==> src/rtl/core/ultrasonic_frame_obstacle_guard_unit_defines.svh <==
// Assertion macros for the ultrasonic frame obstacle guard.
// Used by the top level only; expects clk and rst_n in scope.
`ifndef ULTRASONIC_FRAME_OBSTACLE_GUARD_UNIT_DEFINES_SVH
`define ULTRASONIC_FRAME_OBSTACLE_GUARD_UNIT_DEFINES_SVH

// same-cycle implication
`define UFOG_ASSERT_NOW(lbl, ante, cons, msg) \
  lbl: assert property (@(posedge clk) disable iff (!rst_n) (ante) |-> (cons)) \
    else $error(msg);

// next-cycle implication
`define UFOG_ASSERT_NEXT(lbl, ante, cons, msg) \
  lbl: assert property (@(posedge clk) disable iff (!rst_n) (ante) |=> (cons)) \
    else $error(msg);

`endif

==> src/rtl/core/ufog_pkg.sv <==
// Shared types and constants of the ultrasonic frame obstacle guard.
// No dependencies; imported by every module of the block.
package ufog_pkg;

  localparam logic [7:0] HDR_FIRST      = 8'hAA;
  localparam logic [7:0] HDR_SECOND     = 8'h55;
  localparam logic [7:0] DIR_FRONT_CODE = 8'h5A;
  localparam logic [7:0] DIR_REAR_CODE  = 8'hA5;

  localparam logic [3:0] HIT_MAX = 4'hF;

  // frame status codes
  localparam logic [2:0] ST_OK   = 3'd0;
  localparam logic [2:0] ST_HDR1 = 3'd1;
  localparam logic [2:0] ST_HDR2 = 3'd2;
  localparam logic [2:0] ST_DIR  = 3'd3;
  localparam logic [2:0] ST_SUM  = 3'd4;

  // byte positions within a frame
  localparam logic [2:0] POS_HDR1 = 3'd0;
  localparam logic [2:0] POS_HDR2 = 3'd1;
  localparam logic [2:0] POS_DIR  = 3'd2;
  localparam logic [2:0] POS_D0   = 3'd3;
  localparam logic [2:0] POS_D3   = 3'd6;
  localparam logic [2:0] POS_SUM  = 3'd7;

  // configuration register indexes
  localparam logic [1:0] CFG_DISTANCE_LIMIT   = 2'd0;
  localparam logic [1:0] CFG_DETECT_ENABLE    = 2'd1;
  localparam logic [1:0] CFG_HIT_COUNT_NEEDED = 2'd2;

  localparam logic [7:0] LIMIT_RESET  = 8'd30;
  localparam logic       ENABLE_RESET = 1'b1;
  localparam logic [3:0] HIT_RESET    = 4'd3;

  localparam int QUEUE_DEPTH = 2;
  localparam int QUEUE_PTR_W = $clog2(QUEUE_DEPTH);
  localparam int QUEUE_CNT_W = $clog2(QUEUE_DEPTH + 1);

  typedef logic [3:0][7:0] dist_set_t;

  typedef struct packed {
    logic [7:0] frame_byte;
    logic       frame_start;
    logic       port;
    logic [1:0] travel_dir;
  } in_item_t;

  typedef struct packed {
    logic [2:0] frame_status;
    logic       result_port;
    logic       frame_dir;
    logic [7:0] dist_first;
    logic [7:0] dist_second;
    logic [7:0] dist_third;
    logic [7:0] dist_fourth;
    logic       obstacle_flag;
    logic       indicator_toggle;
    logic       stop_request;
  } out_item_t;

  typedef struct packed {
    logic [7:0] distance_limit;
    logic       detect_enable;
    logic [3:0] hit_count_needed;
  } cfg_t;

  // one parsed frame, handed from the parser to the evaluator
  typedef struct packed {
    logic [2:0] status;
    logic       port;
    logic       dir;
    dist_set_t  dists;
    logic [1:0] travel_dir;
  } frame_rec_t;

endpackage

==> src/rtl/core/ufog_front.sv <==
// Frame parser: tracks byte position, header/direction checks and checksum.
// Depends on ufog_pkg; emits one frame record per eighth byte.
module ufog_front
  import ufog_pkg::*;
(
  input  logic       clk,
  input  logic       rst_n,
  input  in_item_t   item,
  input  logic       accept,
  output logic       push,
  output frame_rec_t rec
);

  logic [2:0] pos_r, pos_nxt;
  logic [7:0] sum_r, sum_nxt;
  logic [2:0] err_r, err_nxt;
  logic       dir_r, dir_nxt;
  dist_set_t  dist_r, dist_nxt;
  logic [2:0] pos;
  logic [2:0] dist_off;

  always_comb begin
    pos      = item.frame_start ? POS_HDR1 : pos_r;
    dist_off = pos - POS_D0;
    pos_nxt  = pos + 3'd1;
    sum_nxt  = sum_r;
    err_nxt  = err_r;
    dir_nxt  = dir_r;
    dist_nxt = dist_r;
    case (pos)
      POS_HDR1: begin
        sum_nxt = '0;
        err_nxt = (item.frame_byte != HDR_FIRST) ? ST_HDR1 : ST_OK;
      end
      POS_HDR2: begin
        if (err_r == ST_OK && item.frame_byte != HDR_SECOND) err_nxt = ST_HDR2;
      end
      POS_DIR: begin
        if (err_r == ST_OK) begin
          if (item.frame_byte == DIR_FRONT_CODE) dir_nxt = 1'b0;
          else if (item.frame_byte == DIR_REAR_CODE) dir_nxt = 1'b1;
          else err_nxt = ST_DIR;
        end
        sum_nxt = item.frame_byte;
      end
      POS_SUM: ;
      default: begin
        // distance bytes
        if (err_r == ST_OK) dist_nxt[dist_off[1:0]] = item.frame_byte;
        sum_nxt = sum_r + item.frame_byte;
      end
    endcase
  end

  assign push           = accept && (pos == POS_SUM);
  assign rec.status     = (err_r != ST_OK) ? err_r :
                          ((sum_r != item.frame_byte) ? ST_SUM : ST_OK);
  assign rec.port       = item.port;
  assign rec.dir        = dir_r;
  assign rec.dists      = dist_r;
  assign rec.travel_dir = item.travel_dir;

  always_ff @(posedge clk) begin
    if (!rst_n) begin
      pos_r <= POS_HDR1;
      sum_r <= '0;
      err_r <= ST_OK;
      dir_r <= 1'b0;
    end else if (accept) begin
      pos_r <= pos_nxt;
      sum_r <= sum_nxt;
      err_r <= err_nxt;
      dir_r <= dir_nxt;
    end
  end

  always_ff @(posedge clk) begin
    if (accept) dist_r <= dist_nxt;
  end

endmodule

==> src/rtl/core/ufog_queue.sv <==
// Short frame-record queue between parser and evaluator.
// Depends on ufog_pkg for the record type and depth.
module ufog_queue
  import ufog_pkg::*;
(
  input  logic       clk,
  input  logic       rst_n,
  input  logic       push,
  input  frame_rec_t wr_rec,
  input  logic       pop,
  output logic       full,
  output logic       rd_valid,
  output frame_rec_t rd_rec
);

  frame_rec_t             entry_r [QUEUE_DEPTH];
  logic [QUEUE_PTR_W-1:0] wr_ptr_r, rd_ptr_r;
  logic [QUEUE_CNT_W-1:0] count_r, count_nxt;

  assign full     = (count_r == QUEUE_CNT_W'(QUEUE_DEPTH));
  assign rd_valid = (count_r != '0);
  assign rd_rec   = entry_r[rd_ptr_r];

  always_comb begin
    count_nxt = count_r;
    if (push && !pop) count_nxt = count_r + 1'b1;
    else if (!push && pop) count_nxt = count_r - 1'b1;
  end

  always_ff @(posedge clk) begin
    if (!rst_n) begin
      wr_ptr_r <= '0;
      rd_ptr_r <= '0;
      count_r  <= '0;
    end else begin
      count_r <= count_nxt;
      if (push) wr_ptr_r <= (wr_ptr_r == QUEUE_PTR_W'(QUEUE_DEPTH - 1)) ? '0 : wr_ptr_r + 1'b1;
      if (pop)  rd_ptr_r <= (rd_ptr_r == QUEUE_PTR_W'(QUEUE_DEPTH - 1)) ? '0 : rd_ptr_r + 1'b1;
    end
  end

  always_ff @(posedge clk) begin
    if (push) entry_r[wr_ptr_r] <= wr_rec;
  end

endmodule

==> src/rtl/core/ufog_back.sv <==
// Obstacle evaluator: distance store, per-port hit counters and output register.
// Depends on ufog_pkg; consumes frame records from the queue.
module ufog_back
  import ufog_pkg::*;
(
  input  logic       clk,
  input  logic       rst_n,
  input  cfg_t       cfg,
  input  logic       rec_valid,
  input  frame_rec_t rec,
  output logic       pop,
  output logic       out_valid,
  input  logic       out_stall,
  output out_item_t  out_data
);

  // only the port's own side set is ever compared: head/front and tail/rear
  dist_set_t  set_r  [2];
  logic [3:0] hit_r  [2];
  logic       flag_r [2];
  logic       out_valid_r;
  out_item_t  out_r, out_nxt;

  dist_set_t  eff;
  logic       store_ok, own_side, good, hit, toggle, flag_upd;
  logic [3:0] cnt_upd;

  assign pop = rec_valid && (!out_valid_r || !out_stall);

  always_comb begin
    store_ok = (rec.status == ST_OK) || (rec.status == ST_SUM);
    own_side = (rec.dir == rec.port);
    good     = (rec.status == ST_OK);
    eff      = (store_ok && own_side) ? rec.dists : set_r[rec.port];
    hit      = 1'b0;
    for (int k = 0; k < 4; k++) begin
      if (eff[k] < cfg.distance_limit) hit = 1'b1;
    end
    if (hit) cnt_upd = (hit_r[rec.port] == HIT_MAX) ? HIT_MAX : hit_r[rec.port] + 4'd1;
    else cnt_upd = '0;
    toggle   = (cnt_upd >= cfg.hit_count_needed);
    flag_upd = hit ? flag_r[rec.port] : 1'b0;
    if (toggle) flag_upd = 1'b1;

    out_nxt.frame_status     = rec.status;
    out_nxt.result_port      = rec.port;
    out_nxt.frame_dir        = store_ok ? rec.dir : 1'b0;
    out_nxt.dist_first       = store_ok ? rec.dists[0] : '0;
    out_nxt.dist_second      = store_ok ? rec.dists[1] : '0;
    out_nxt.dist_third       = store_ok ? rec.dists[2] : '0;
    out_nxt.dist_fourth      = store_ok ? rec.dists[3] : '0;
    out_nxt.obstacle_flag    = good ? flag_upd : flag_r[rec.port];
    out_nxt.indicator_toggle = good && toggle;
    out_nxt.stop_request     = good && cfg.detect_enable && flag_upd &&
                               (rec.travel_dir == {1'b0, rec.port});
  end

  always_ff @(posedge clk) begin
    if (!rst_n) begin
      out_valid_r <= 1'b0;
      for (int i = 0; i < 2; i++) begin
        set_r[i]  <= '0;
        hit_r[i]  <= '0;
        flag_r[i] <= 1'b0;
      end
    end else if (pop) begin
      out_valid_r <= 1'b1;
      if (store_ok && own_side) set_r[rec.port] <= rec.dists;
      if (good) begin
        hit_r[rec.port]  <= cnt_upd;
        flag_r[rec.port] <= flag_upd;
      end
    end else if (!out_stall) begin
      out_valid_r <= 1'b0;
    end
  end

  always_ff @(posedge clk) begin
    if (pop) out_r <= out_nxt;
  end

  assign out_valid = out_valid_r;
  assign out_data  = out_r;

endmodule

==> src/rtl/core/ultrasonic_frame_obstacle_guard_unit.sv <==
// Ultrasonic frame obstacle guard: takes one frame byte per clock and gives
// one status word per complete 8-byte frame once its checksum byte has passed
// the parser, the two-entry frame queue and the evaluator output register.
// The input stalls only when two finished frames wait behind a held output
// word; with the output free it sustains one byte per cycle indefinitely.
// Configuration is a write-only register port that is always ready.
`include "ultrasonic_frame_obstacle_guard_unit_defines.svh"

module ultrasonic_frame_obstacle_guard_unit
  import ufog_pkg::*;
(
  input  logic       clk,
  input  logic       rst_n,
  input  logic       in_valid,
  output logic       in_stall,
  input  in_item_t   in_data,
  output logic       out_valid,
  input  logic       out_stall,
  output out_item_t  out_data,
  input  logic       cfg_valid,
  output logic       cfg_ready,
  input  logic [1:0] cfg_index,
  input  logic [7:0] cfg_data
);

  cfg_t       cfg_r, cfg_nxt;
  logic       in_accept, push, pop, q_full, q_valid;
  frame_rec_t push_rec, head_rec;

  assign cfg_ready = 1'b1;
  assign in_stall  = q_full;
  assign in_accept = in_valid && !in_stall;

  always_comb begin
    cfg_nxt = cfg_r;
    if (cfg_valid && cfg_ready) begin
      case (cfg_index)
        CFG_DISTANCE_LIMIT:   cfg_nxt.distance_limit   = cfg_data;
        CFG_DETECT_ENABLE:    cfg_nxt.detect_enable    = cfg_data[0];
        CFG_HIT_COUNT_NEEDED: cfg_nxt.hit_count_needed = cfg_data[3:0];
        default: ;
      endcase
    end
  end

  always_ff @(posedge clk) begin
    if (!rst_n) begin
      cfg_r.distance_limit   <= LIMIT_RESET;
      cfg_r.detect_enable    <= ENABLE_RESET;
      cfg_r.hit_count_needed <= HIT_RESET;
    end else begin
      cfg_r <= cfg_nxt;
    end
  end

  ufog_front u_front (
    .clk    (clk),
    .rst_n  (rst_n),
    .item   (in_data),
    .accept (in_accept),
    .push   (push),
    .rec    (push_rec)
  );

  ufog_queue u_queue (
    .clk      (clk),
    .rst_n    (rst_n),
    .push     (push),
    .wr_rec   (push_rec),
    .pop      (pop),
    .full     (q_full),
    .rd_valid (q_valid),
    .rd_rec   (head_rec)
  );

  ufog_back u_back (
    .clk       (clk),
    .rst_n     (rst_n),
    .cfg       (cfg_r),
    .rec_valid (q_valid),
    .rec       (head_rec),
    .pop       (pop),
    .out_valid (out_valid),
    .out_stall (out_stall),
    .out_data  (out_data)
  );

  `UFOG_ASSERT_NOW(a_stop_needs_flag, out_valid && out_data.stop_request, out_data.obstacle_flag, "stop request without obstacle flag")
  `UFOG_ASSERT_NOW(a_bad_frame_quiet, out_valid && out_data.frame_status != ST_OK, !out_data.indicator_toggle && !out_data.stop_request, "bad frame raised toggle or stop")
  `UFOG_ASSERT_NOW(a_stall_only_behind_output, in_stall, out_valid, "input stalled with output register empty")
  `UFOG_ASSERT_NEXT(a_stall_releases, in_stall && !out_stall, !in_stall, "input stall held after output word taken")

endmodule
==> config.mk <==
export PLATFORM = sky130hd
export DESIGN_NAME = ultrasonic_frame_obstacle_guard_unit
export DESIGN_NICKNAME = d
export VERILOG_FILES = /design/src/rtl/core/ufog_pkg.sv /design/src/rtl/core/ufog_front.sv /design/src/rtl/core/ufog_queue.sv /design/src/rtl/core/ufog_back.sv /design/src/rtl/core/ultrasonic_frame_obstacle_guard_unit.sv
export VERILOG_INCLUDE_DIRS = /design/src /design/src/rtl/core
export SDC_FILE = /design/constraint.sdc
export NUM_CORES = 1
export LEC_CHECK = 0
export ABC_AREA = 1
export BUFFER_PORTS_ARGS = -buffer_cell sky130_fd_sc_hd__buf_4
export CAP_MARGIN = 20
export CORE_ASPECT_RATIO = 1.75
export CORE_MARGIN = 1
export CORE_UTILIZATION = 61
export CTS_BUF_LIST = sky130_fd_sc_hd__clkbuf_16
export CTS_CLUSTER_DIAMETER = 50
export DETAILED_ROUTE_END_ITERATION = 6
export PLACE_DENSITY = 0.8
export RECOVER_POWER = 50
export SYNTH_ARGS = -nofsm -noshare
export SYNTH_HDL_FRONTEND = slang
export SYNTH_SLANG_ARGS = --single-unit
==> constraint.sdc <==
create_clock -name clk -period 4.2 [get_ports clk]
set_input_delay 0.84 -clock clk [delete_from_list [all_inputs] [get_ports clk]]
set_output_delay 0.84 -clock clk [all_outputs]
set_load 0.005 [all_outputs]
[Word-level counts from Yosys, hierarchy flattened]
Memory sizes are Yosys's and may differ from the RTL's. A register that Yosys moved wholly into a read port is not among the register bits.
Index checks and enable logic that the tools add are counted.
Operators by class
  add/subtract/negate cells: 8
  multipliers: 0
  div/mod/pow operators: 0
  order comparisons: 7
  eq/ne operators: 20
  shift-type cells: 0
  mux-type cells: 53
  bitwise gates (word level): 2
  reductions and logical operators: 40
Operators by type and width (number)
  32-bit two-way mux: 2
  1-bit two-way mux: 34
  32-bit bitwise mux: 1
  8-bit less-than comparator: 4
  32-bit OR reduction: 1
  8-bit one-hot mux with 3 select lines: 1
  3-bit two-way mux: 7
  8-bit demux with 2-bit select: 1
  1-bit logical AND: 12
  4-bit two-way mux: 3
  3-bit logical NOT: 3
  3-bit one-hot mux with 3 select lines: 1
  8-bit adder: 1
  8-bit by 7-bit equality test with 1-bit output, second input constant: 1
  8-bit equality test, second input constant: 1
  8-bit two-way mux: 1
  8-bit by 7-bit != test with 1-bit output, second input constant: 1
  8-bit != test: 1
  8-bit != test, second input constant: 1
  2-bit AND reduction: 4
  4-bit OR reduction: 2
  3-bit equality test, second input constant: 2
  2-bit by 1-bit != test with 1-bit output, second input constant: 3
  6-bit AND reduction: 1
  other kinds (28): 41
Word-level totals
  bits in registers: 105
  bits in latches: 0
  RAM bits: 152
  memory bits (read-only): 0
  input port bits: 27
  output and inout bits: 43
  word-level logic and storage cells: 159
  memories: 4
Memories
  u_queue.entry_r: depth 2, bits a word 39, rd ports 1, clocked after memory_dff 1, write ports 1, line ufog_queue.sv:16  | frame_rec_t entry_r [QUEUE_DEPTH];
  u_back.set_r: depth 2, bits a word 32, rd ports 1, clocked after memory_dff 0, write ports 2, line ufog_back.sv:18  | dist_set_t set_r [2];
  u_back.hit_r: depth 2, bits a word 4, rd ports 1, clocked after memory_dff 0, write ports 2, line ufog_back.sv:19  | logic [3:0] hit_r [2];
  u_back.flag_r: depth 2, bits a word 1, rd ports 1, clocked after memory_dff 0, write ports 2, line ufog_back.sv:20  | logic flag_r [2];

[Logic depth before layout (Yosys ltp)]
Gate-level depths: netlist (run 1).
  depth after elaboration: 14
  depth in mapped cells: 31
  depth with buffers taken out: 27

[Modules after synthesis]
From an unflattened synthesis (run 1), not the netlist that was laid out.
Second synthesis, totals
  cells, all modules: 1074
  area, all modules: 11594.9 µm²
Modules (own cells, without submodules)
  ufog_back: instances 1, cells each 604, area each 5716.7 µm², sequential area each 3423.3 µm²
  ufog_queue: instances 1, cells each 156, area each 3088.0 µm², sequential area each 2442.3 µm²
  ufog_front: instances 1, cells each 236, area each 2212.1 µm², sequential area each 1241.2 µm²
  ultrasonic_frame_obstacle_guard_unit: instances 1, cells each 78, area each 578.1 µm², sequential area each 260.2 µm²

[Least setup slack after synthesis (run 1)]
Ideal clock, no wire load.
  path kind: register to register
  from: register (tool-made name)
  to: register u_back.out_r (netlist bit u_back.out_data[2]) (data pin)
  library setup time: 0.256 ns
  arrival: 3.443 ns
  data required time: 3.944 ns
  slack: 0.501 ns
  stages on the path, launching flop included: 28
  buffers on the path: 5
  clock period less this slack: 3.699 ns
  cell sequence: dfxtp_1 > buf_6 > inv_4 > buf_8 > nand2_4 > nand2_4 > buf_6 > clkbuf_1 > clkbuf_1 > o211ai_1 > o21ai_0 > ha_1 > a21oi_1 > nor2_1 > a211oi_1 > nand2_2 > nand2_4 > o22ai_1 > inv_1 > ha_1 > inv_1 > nor2_1 > o21ai_0 > nand2_1 > a31oi_1 > nand2_2 > nand2_2 > nand2_1
RTL lines
  end signal: assignment: line ufog_back.sv:79  | if (pop) out_r <= out_nxt;
  end: declaration: line ufog_back.sv:22  | out_item_t out_r, out_nxt;

==> run summary, run 1 <==
I/O pin total = 70
final worst slack = 0.243 ns
Worst R2R Setup Slack = 0.24 ns
post-synthesis compound-gate area fraction = 0.0840
Worst R2R End = u_back.out_data[2]
crit start category = flop
Max Cap Violations = 1
Tcrit/Tclk final = 0.942
Peak VDD IR = 0.000324 V
FF-to-FF path depth = 24
Total GRT Usage = 0.249
Final #Nets = 1159
HP Start = u_front.rec[32]
vias in the first global route = 7440
HP Class = reg -> reg
Syn Area/Cell = 11.5 sq um
Post-Synth Simple-Gate Area = 0.136
drt total wl = 23.6 mm
Place WS = 0.0495 ns
initial antenna violation count = 0
Clock transition at path regs = 0.07 ns
Starting DRT DRC Count = 526
post-synth cell types = 41
first-pass GRT wire length = 36.9 mm
CP max FO = 33
# Post-CTS Setup Buffers = 0
RSZ-0062 raised after global routing = false
Final Critical Period = 3.96 ns
WS Path Type = reg -> reg
final hold vios = 0
max-slew violation count = 36
fillers = 1223
Crit. End Element = flop
post-synthesis adder-cell area fraction = 0.0557
PD cells = 589 mW/mm^2
Residual DRC = 0
cell area after synthesis = 0.0114 sq mm
ANT nets after route = 0
Die Span X = 105 um
Yosys Warn Count = 0
Worst Max-Slew Pin Slew = 1.63 ns
pin count of the biggest net entering global routing = 51
Mapped Cells = 985
cts hold-fix bufs = 0
TNS Setup = 0 ns
share of layout cells above drive strength 1 = 0.172
Yosys reg bits = 257
Final Skew = 0.0193 ns
Clock Path Buffers = 3
Port Buf Inserts = 68
Critical Path RT = 4.47 ns
DR WL/cell = 17.8 um
failing checks = max-capacitance violations, max-slew violations
Antenna Diode Count = 0
hold path cells = 0
drt pass-1 iters = 6
area grow syn2layout = 14.6%
critical path arrival = 4.23 ns
register area share after synthesis = 0.649
GR Overflow Total = 0
CORE AREA = 0.0181 sq mm
Die Area = 0.0192 sq mm
worst skew pair latency = 0.51 ns
commonest non-fill, non-tap cell in the layout = edfxtp_1
Vias/cell = 5.67
Sinks on Clock Net = 257
via count = 7554
P_leak = 5.22 nW
Initial Util = 0.626
Die Ht = 183 um
Setup-failing EPs final = 0
Inserted Clock Buffers = 22
Rel. slew slack = -0.0839
main combinational cell family by area after synthesis = simple AND/OR/NAND/NOR gates
mux cell area share after synthesis = 0.0264
Routability Congestion = 0.900
Root Driver = clkbuf_16
dpl hpwl = 16.1 mm
# rows = 65
TritonCTS clock tree = done
Synth Net Count = 1062
end of the worst hold path = u_queue.entry_r[0][32]
most frequent cells in the layout = edfxtp_1, nor2_1, nand2_1
post_cts resized = 0
status = finished, violations left
max frequency = 253 MHz
CTS H-tree depth = 1
XOR/XNOR share of the synthesized area = 0.00386
## state kept, by name (all words and copies together), names as in the netlist, named ones only
| signal | cells |
|---|---|
| u_back.hit_r | 8 |
| u_back.flag_r | 2 |
| u_queue.count_r | 2 |
| u_front.rec | 32 |
| u_queue.entry_r | 78 |
| u_front.dir_r | 1 |
| u_back.set_r | 64 |
| u_front.pos_r | 3 |
| u_front.sum_r | 8 |
| u_back.out_data | 40 |
| u_front.err_r | 2 |
| u_queue.rd_ptr_r | 1 |
| u_back.out_valid | 1 |
| u_queue.wr_ptr_r | 1 |
| cfg_r | 13 |
## where the power goes
part           total [W]  internal (W)  switching [W]
combinational    0.00235      0.000905        0.00145
clock            0.00204       0.00116       0.000883
sequential       0.00327       0.00316       0.000112
## cell families after synthesis
| kind of cell | Yosys count |
|---|---|
| mux | 30 |
| fa+ha+maj | 50 |
| compound gates | 164 |
| buf+inv | 126 |
| other cells | 1 |
| simple gates | 352 |
| xor+xnor | 5 |
| flops | 257 |
## per-layer routing
layer | track usage | routed length (um)
met5 | 0 | 0
met3 | 0.0296 | 1020
met4 | 0.106 | 977
met1 | 0.267 | 8710
met2 | 0.485 | 12900
## metrics by stage
step,power [W],hold slack (ns),instance area [sq um],cells,utilization
detailed placement,0.00565,0.430,12300,1291,0.679
CTS,0.00769,0.445,13100,1331,0.720
global route,0.00804,0.451,13000,1332,0.717
global placement,0.00558,0.422,12300,1291,0.679
floorplan,0.00478,0.421,11400,985,-
finish,0.00766,0.445,13000,1332,0.717
## worst max-delay path by stage
stage | from | end | slack (ns) | depth (start not counted)
floorplan | flop | u_back.out_data[2] | 0.50 | 27
global placement | flop | u_back.out_data[2] | 0.23 | 25
global route | flop | u_back.out_data[2] | 0.04 | 21
finish | flop | u_back.out_data[2] | 0.24 | 24
detailed placement | flop | u_back.out_data[2] | 0.05 | 25
CTS | flop | u_back.out_data[2] | 0.04 | 25
## final cells by class
type	count	area, sq um	area share
sequential	257	7370	0.566
multi-input combinational	603	3530	0.271
timing repair buffer	108	743	0.0571
clock buffer	24	601	0.0462
inverter	90	343	0.0263
tap	234	293	0.0225
clock inverter	16	134	0.0103
## critical path: stages (launching register included)
cell and delay [ns]:
dfxtp_4 0.45, inv_4 0.11, nand2_1 0.09, nand2_2 0.08, buf_12 0.17, or2_2 0.28, o211ai_1 0.08, o21ai_0 0.13
ha_1 0.31, a21oi_1 0.15, nor2_1 0.05, a211oi_1 0.28, nand2_1 0.16, nand2_2 0.15, nor2_4 0.06, a21oi_1 0.14
ha_1 0.26, nand2_1 0.08, inv_1 0.05, o21ai_0 0.07, nand2_1 0.07, a31oi_1 0.21, nand2_2 0.12, nand2_2 0.09
nand2_1 0.05
## cell usage after synthesis
master,number,share of area
buf_1,3,0.00099
a21oi_1,46,0.020
o211ai_1,34,0.022
edfxtp_1,222,0.59
clkbuf_1,24,0.0079
or2_1,1,0.00055
o22ai_1,2,0.0011
clkinv_1,1,0.00033
o2111ai_1,1,0.00077
o21ai_1,1,0.00044
fa_1,1,0.0018
mux2i_1,30,0.026
buf_8,1,0.0013
nor3_1,5,0.0022
inv_4,1,0.00055
nand2_1,127,0.042
buf_4,1,0.00066
nor4_1,3,0.0017
dfxtp_1,35,0.062
buf_6,2,0.0020
o22ai_2,1,0.0011
a211oi_1,8,0.0053
nand2_4,7,0.0069
xnor2_1,4,0.0031
nor2_1,143,0.047
nor2_4,2,0.0020
inv_1,85,0.028
buf_2,5,0.0022
nand4_1,2,0.0011
ha_1,49,0.054
nand2_2,13,0.0072
or2_2,31,0.017
a221oi_1,1,0.00077
xor2_1,1,0.00077
conb_1,1,0.00033
nor2_2,2,0.0011
nand3_1,16,0.0070
o21ai_2,2,0.0015
inv_2,3,0.00099
o21ai_0,65,0.029
a31oi_1,3,0.0017
(Power assumes the default switching activity.)
==> run 2: changes to the inputs <==
--- a/config.mk
+++ b/config.mk
@@ -11,12 +11,13 @@
 export CAP_MARGIN = 20
 export CORE_ASPECT_RATIO = 1.75
 export CORE_MARGIN = 1
-export CORE_UTILIZATION = 61
+export CORE_UTILIZATION = 55
 export CTS_BUF_LIST = sky130_fd_sc_hd__clkbuf_16
 export CTS_CLUSTER_DIAMETER = 50
 export DETAILED_ROUTE_END_ITERATION = 6
-export PLACE_DENSITY = 0.8
+export PLACE_DENSITY = 0.76
 export RECOVER_POWER = 50
+export SETUP_SLACK_MARGIN = 0.4
 export SYNTH_ARGS = -nofsm -noshare
 export SYNTH_HDL_FRONTEND = slang
 export SYNTH_SLANG_ARGS = --single-unit
==> constraint.sdc (replaced) <==
create_clock -name clk -period 3.5 [get_ports clk]
set_input_delay 0.7 -clock clk [delete_from_list [all_inputs] [get_ports clk]]
set_output_delay 0.7 -clock clk [all_outputs]
set_load 0.005 [all_outputs]
==> run 2 against run 1 <==
- the run ends with max-capacitance violations, max-slew violations, negative setup slack left
- cell area grew 6.6%
- register-to-register slack lost 0.37 ns
- clock-buffer cell count grew 3
- maximum frequency up 9.0%
- sequential power grew 20%
- largest cell class unchanged
- largest power group unchanged
==> run summary, run 2 (synthesis gave the netlist of run 1 again) <==
DR WL/cell = 18.3 um
drt total wl = 25.6 mm
Die Area = 0.0213 sq mm
I/O pin total = 70
final hold vios = 0
Routability Congestion = 0.896
initial antenna violation count = 0
worst skew pair latency = 0.52 ns
PD cells = 738 mW/mm^2
RSZ-0062 raised after global routing = true
WS Path Type = reg -> reg
Critical Path RT = 3.77 ns
Peak VDD IR = 0.000568 V
drt pass-1 iters = 4
Final Cell Area = 0.0139 sq mm
via count = 7749
critical path arrival = 3.90 ns
most frequent cells in the layout = edfxtp_1, nor2_1, buf_4
Final Skew = 0.0236 ns
status = finished, violations left
CP max FO = 32
delay-heaviest family, CP = simple AND/OR/NAND/NOR gates
vias in the first global route = 7985
DP Area = 0.0126 sq mm
Clock transition at path regs = 0.07 ns
ANT nets after route = 0
Slowest-stage cell, CP = dfxtp_4
max reg flops = 78
Antenna Diode Count = 0
Max Cap Violations = 1
commonest non-fill, non-tap cell in the layout = edfxtp_1
Port Buf Inserts = 68
Worst Max-Slew Pin Slew = 1.57 ns
slowest stage delay, CP = 0.42 ns
Die Span X = 111 um
Vias/cell = 5.54
Rel. slew slack = -0.0482
CORE AREA = 0.0203 sq mm
Sinks on Clock Net = 257
Crit. End Element = flop
Residual DRC = 0
Place WS = -0.271 ns
final worst slack = -0.131 ns
max-slew violation count = 36
first-pass GRT wire length = 39.9 mm
Final Critical Period = 3.63 ns
Tcrit/Tclk final = 1.04
share of layout cells above drive strength 1 = 0.242
Total GRT Usage = 0.242
max frequency = 275 MHz
pin count of the biggest net entering global routing = 44
Clock Path Buffers = 3
P_leak = 5.63 nW
Initial Util = 0.560
Die Ht = 192 um
register name with the most flops = u_queue.entry_r
dpl hpwl = 17.1 mm
TNS Setup = -0.305 ns
Final #Nets = 1210
CTS H-tree depth = 1
Setup-failing EPs final = 3
Root Driver = clkbuf_16
HP Class = in -> reg
Starting DRT DRC Count = 529
area grow syn2layout = 22.1%
most used cell, CP = nand2_2
TritonCTS clock tree = done
crit start category = flop
Inserted Clock Buffers = 24
fillers = 1411
GR Overflow Total = 0
critical path, cell by cell = clkbuf_8 -> mux2i_1 -> o21ai_0 -> ha_1 -> nand2_2 -> nor2_2 -> a211oi_2 -> nand2_1 -> nand2_4 -> buf_4 -> buf_4 -> o22ai_2 -> ha_1 -> nor2_1 -> o21ai_1 -> nand2_1 -> a31oi_4 -> nand2_2 -> nand2_2 -> nand2_2
failing checks = max-capacitance violations, max-slew violations, negative setup slack
# rows = 69
Worst Path Buf+Inv = 3
-- run 2: changes by cell type in the layout (fill, tap and decap cells not counted), moves of 5 or more --
cell | before | now
a21oi_1 | 46 | 41
a21oi_2 | 0 | 5
buf_4 | 40 | 131
clkbuf_1 | 21 | 10
clkbuf_4 | 43 | 4
nand2_1 | 127 | 118
o21ai_0 | 66 | 43
o21ai_1 | 0 | 23
or2_2 | 31 | 25
or2_4 | 0 | 6
-- run 2: timing repair --
action | in CTS | in global routing
endpoints found under the hold margin | 0 | 0
resized for setup | 66 | 13
gates cloned | 4 | 0
setup buffers | 5 | 6
setup endpoints to repair | 5 | 5
pin swaps | 16 | 22
hold buffers | 0 | 0
-- run 2: final cells by class --
class | instances | area [sq um] | area share
Clock buffer | 27 | 676 | 0.0487
Clock inverter | 17 | 170 | 0.0123
Inverter | 90 | 358 | 0.0258
Multi-Input combinational cell | 604 | 3730 | 0.269
Sequential cell | 257 | 7370 | 0.531
Tap cell | 248 | 310 | 0.0224
Timing Repair Buffer | 156 | 1260 | 0.0907
-- run 2: metal layers --
layer	global-route usage	share of wire	vias up
met5	0	0	-
met4	0.148	0.058	0
met3	0.0300	0.049	91
met2	0.464	0.54	291
met1	0.247	0.35	3639
li1	-	-	3728
-- run 2: stage by stage --
step	util	hold slack, ns	instances	total power (W)
final	0.684	0.390	1399	0.0102
after global routing	0.684	0.379	1399	0.0107
after CTS	0.680	0.353	1393	0.0101
after floorplan	-	0.418	985	0.00581
after detailed placement	0.623	0.434	1340	0.00700
after global placement	0.623	0.423	1340	0.00690
-- run 2: path summary, 6_finish.rpt --
kind              startpoint                endpoint  slack, ns  depth (start not counted)
max reg2reg             flop      u_back.out_data[2]      -0.13                         20
max                     flop      u_back.out_data[2]      -0.13                         20
min reg2reg  u_front.rec[32]  u_queue.entry_r[0][32]       0.44                          0
min               in_data[0]   u_queue.entry_r[0][0]       0.39                          1
-- run 2: power by group --
part	internal (W)	switching, W	total, W
Clock	0.00162	0.00111	0.00273
Combinational	0.00157	0.00202	0.00359
Sequential	0.00379	0.000136	0.00393
==> run 3: changes to the inputs <==
--- a/config.mk
+++ b/config.mk
@@ -16,7 +16,6 @@
 export CTS_CLUSTER_DIAMETER = 50
 export DETAILED_ROUTE_END_ITERATION = 6
 export PLACE_DENSITY = 0.76
-export RECOVER_POWER = 50
 export SETUP_SLACK_MARGIN = 0.4
 export SYNTH_ARGS = -nofsm -noshare
 export SYNTH_HDL_FRONTEND = slang
==> run 3 against run 2 <==
- the flow finishes with violations (negative setup slack)
- critical endpoint unchanged
- cell area rose by 0.27%
- cell count did not move
- worst setup slack improved by 0.0044 ns
- largest power group unchanged
- global-route usage did not move
- maximum frequency rose by 0.12%
- clock skew fell by 0.00068 ns
- core utilization rose by 0.19 points
- wire length barely moved
==> run summary, run 3 (synthesis gave the netlist of run 1 again) <==
status = finished, violations left
failing checks = negative setup slack
CP max FO = 7
via count = 7731
Antenna Diode Count = 0
Tcrit/Tclk final = 1.04
register name with the most flops = u_queue.entry_r
Die Span X = 111 um
met2 Usage GRT = 0.464
Port Buf Inserts = 68
Rel. slew slack = 0.485
worst skew pair latency = 0.52 ns
Slowest-stage cell, CP = dfxtp_4
most used cell, CP = nand2_2
Final Critical Period = 3.63 ns
max-slew violation count = 0
Setup-failing EPs final = 3
Die Ht = 192 um
Routability Congestion = 0.896
I/O pin total = 70
Die Area = 0.0213 sq mm
GR Overflow Total = 0
TritonCTS clock tree = done
Pwr Total = 0.0103 W
crit start category = flop
area grow syn2layout = 22.4%
Worst Path Buf+Inv = 5
RSZ-0062 raised after global routing = true
commonest non-fill, non-tap cell in the layout = edfxtp_1
Peak VDD IR = 0.000569 V
Total GRT Usage = 0.242
Residual DRC = 0
Starting DRT DRC Count = 498
initial antenna violation count = 0
HP Class = in -> reg
Clock transition at path regs = 0.07 ns
dpl hpwl = 17.1 mm
critical path arrival = 3.90 ns
max frequency = 276 MHz
Max Cap Violations = 0
final std cells w/o fill = 1399
P_leak = 5.67 nW
WS Path Type = reg -> reg
Final Skew = 0.0229 ns
Critical Path RT = 3.77 ns
Root Driver = clkbuf_16
# rows = 69
CTS H-tree depth = 1
drt pass-1 iters = 5
Inserted Clock Buffers = 24
Final #Nets = 1210
Sinks on Clock Net = 257
slowest stage delay, CP = 0.42 ns
CORE AREA = 0.0203 sq mm
grt met1 use = 0.247
ANT nets after route = 0
GRT busiest layer = met2
met3 global-route usage = 0.0300
most frequent cells in the layout = edfxtp_1, buf_4, nor2_1
drt total wl = 25.7 mm
DR WL/cell = 18.3 um
final worst slack = -0.127 ns
first-pass GRT wire length = 39.9 mm
Initial Util = 0.560
vias in the first global route = 7985
PD cells = 738 mW/mm^2
Crit. End Element = flop
share of layout cells above drive strength 1 = 0.251
HP Start = in_data[0]
Final Cell Area = 0.0139 sq mm
max reg flops = 78
Worst Max-Slew Pin Slew = 0.764 ns
Clock Path Buffers = 3
fillers = 1402
pin count of the biggest net entering global routing = 44
DP Area = 0.0126 sq mm
Vias/cell = 5.53
final hold vios = 0
placed insts = 1340
delay-heaviest family, CP = simple AND/OR/NAND/NOR gates
-- run 3: cell count changes in the layout (fill, tap and decap cells not counted) --
cell,delta
buf_4,+14
clkbuf_1,-10
clkbuf_4,-4
-- run 3: layout make-up --
| class | count | area, sq um | share of cell area |
|---|---|---|---|
| Clock buffer | 27 | 676 | 0.0486 |
| Tap cell | 248 | 310 | 0.0223 |
| Timing Repair Buffer | 156 | 1290 | 0.0931 |
| Sequential cell | 257 | 7370 | 0.530 |
| Clock inverter | 17 | 170 | 0.0122 |
| Inverter | 90 | 358 | 0.0257 |
| Multi-Input combinational cell | 604 | 3730 | 0.268 |
-- run 3: power by group --
group / internal, W / total, W / leakage, nW / switching [W]
clock: 0.00162 / 0.00273 / 0.425 / 0.00112
sequential: 0.00379 / 0.00393 / 2.42 / 0.000136
combinational: 0.00157 / 0.00360 / 2.83 / 0.00203
-- run 3: routing by layer --
| layer | part of all wire | routed length (um) |
|---|---|---|
| met1 | 0.35 | 9030 |
| met2 | 0.55 | 14000 |
| met3 | 0.045 | 1160 |
| met4 | 0.056 | 1430 |
| met5 | 0 | 0 |
-- run 3: worst register-to-register path, cell delays in order (launching register included) --
cell	delay, ns
dfxtp_4	0.42
buf_6	0.15
nand2_2	0.07
nand2_4	0.08
nand2_4	0.07
clkinv_8	0.09
nand2_8	0.09
buf_4	0.18
o211ai_1	0.08
o21ai_0	0.12
ha_1	0.31
nand2_2	0.07
nor2_2	0.14
a211oi_2	0.05
nand2_1	0.11
nand2_4	0.09
buf_4	0.14
buf_4	0.13
o22ai_2	0.13
ha_1	0.17
nor2_1	0.04
o21ai_1	0.11
nand2_1	0.10
a31oi_4	0.18
nand2_2	0.10
nand2_2	0.09
nand2_2	0.05
-- run 3: what timing repair did --
item                       CTS  global route
cloned                       4             0
setup endpoints to repair    5             5
gates resized for setup     66            13
hold buffers                 0             0
setup buffers                5             6
pin swaps                   16            22
-- run 3: worst paths after layout --
kind | end | slack, ns | cells past startpoint
setup / recovery | u_back.out_data[2] | -0.13 | 26
hold / removal | u_queue.entry_r[0][0] | 0.37 | 1
setup reg to reg | u_back.out_data[2] | -0.13 | 26
hold reg to reg | u_queue.entry_r[1][23] | 0.44 | 0
-- run 3: per-stage QoR --
step / setup TNS [ns] / utilization / worst slack (ns) / hold WS, ns
2_1_floorplan: 0 / - / 0.0203 / 0.418
3_3_place_gp: -0.412 / 0.623 / -0.157 / 0.423
5_1_grt: -1.12 / 0.686 / -0.315 / 0.355
3_5_place_dp: -0.933 / 0.623 / -0.271 / 0.434
6_report: -0.294 / 0.686 / -0.127 / 0.368
4_1_cts: -0.0507 / 0.680 / -0.0400 / 0.353
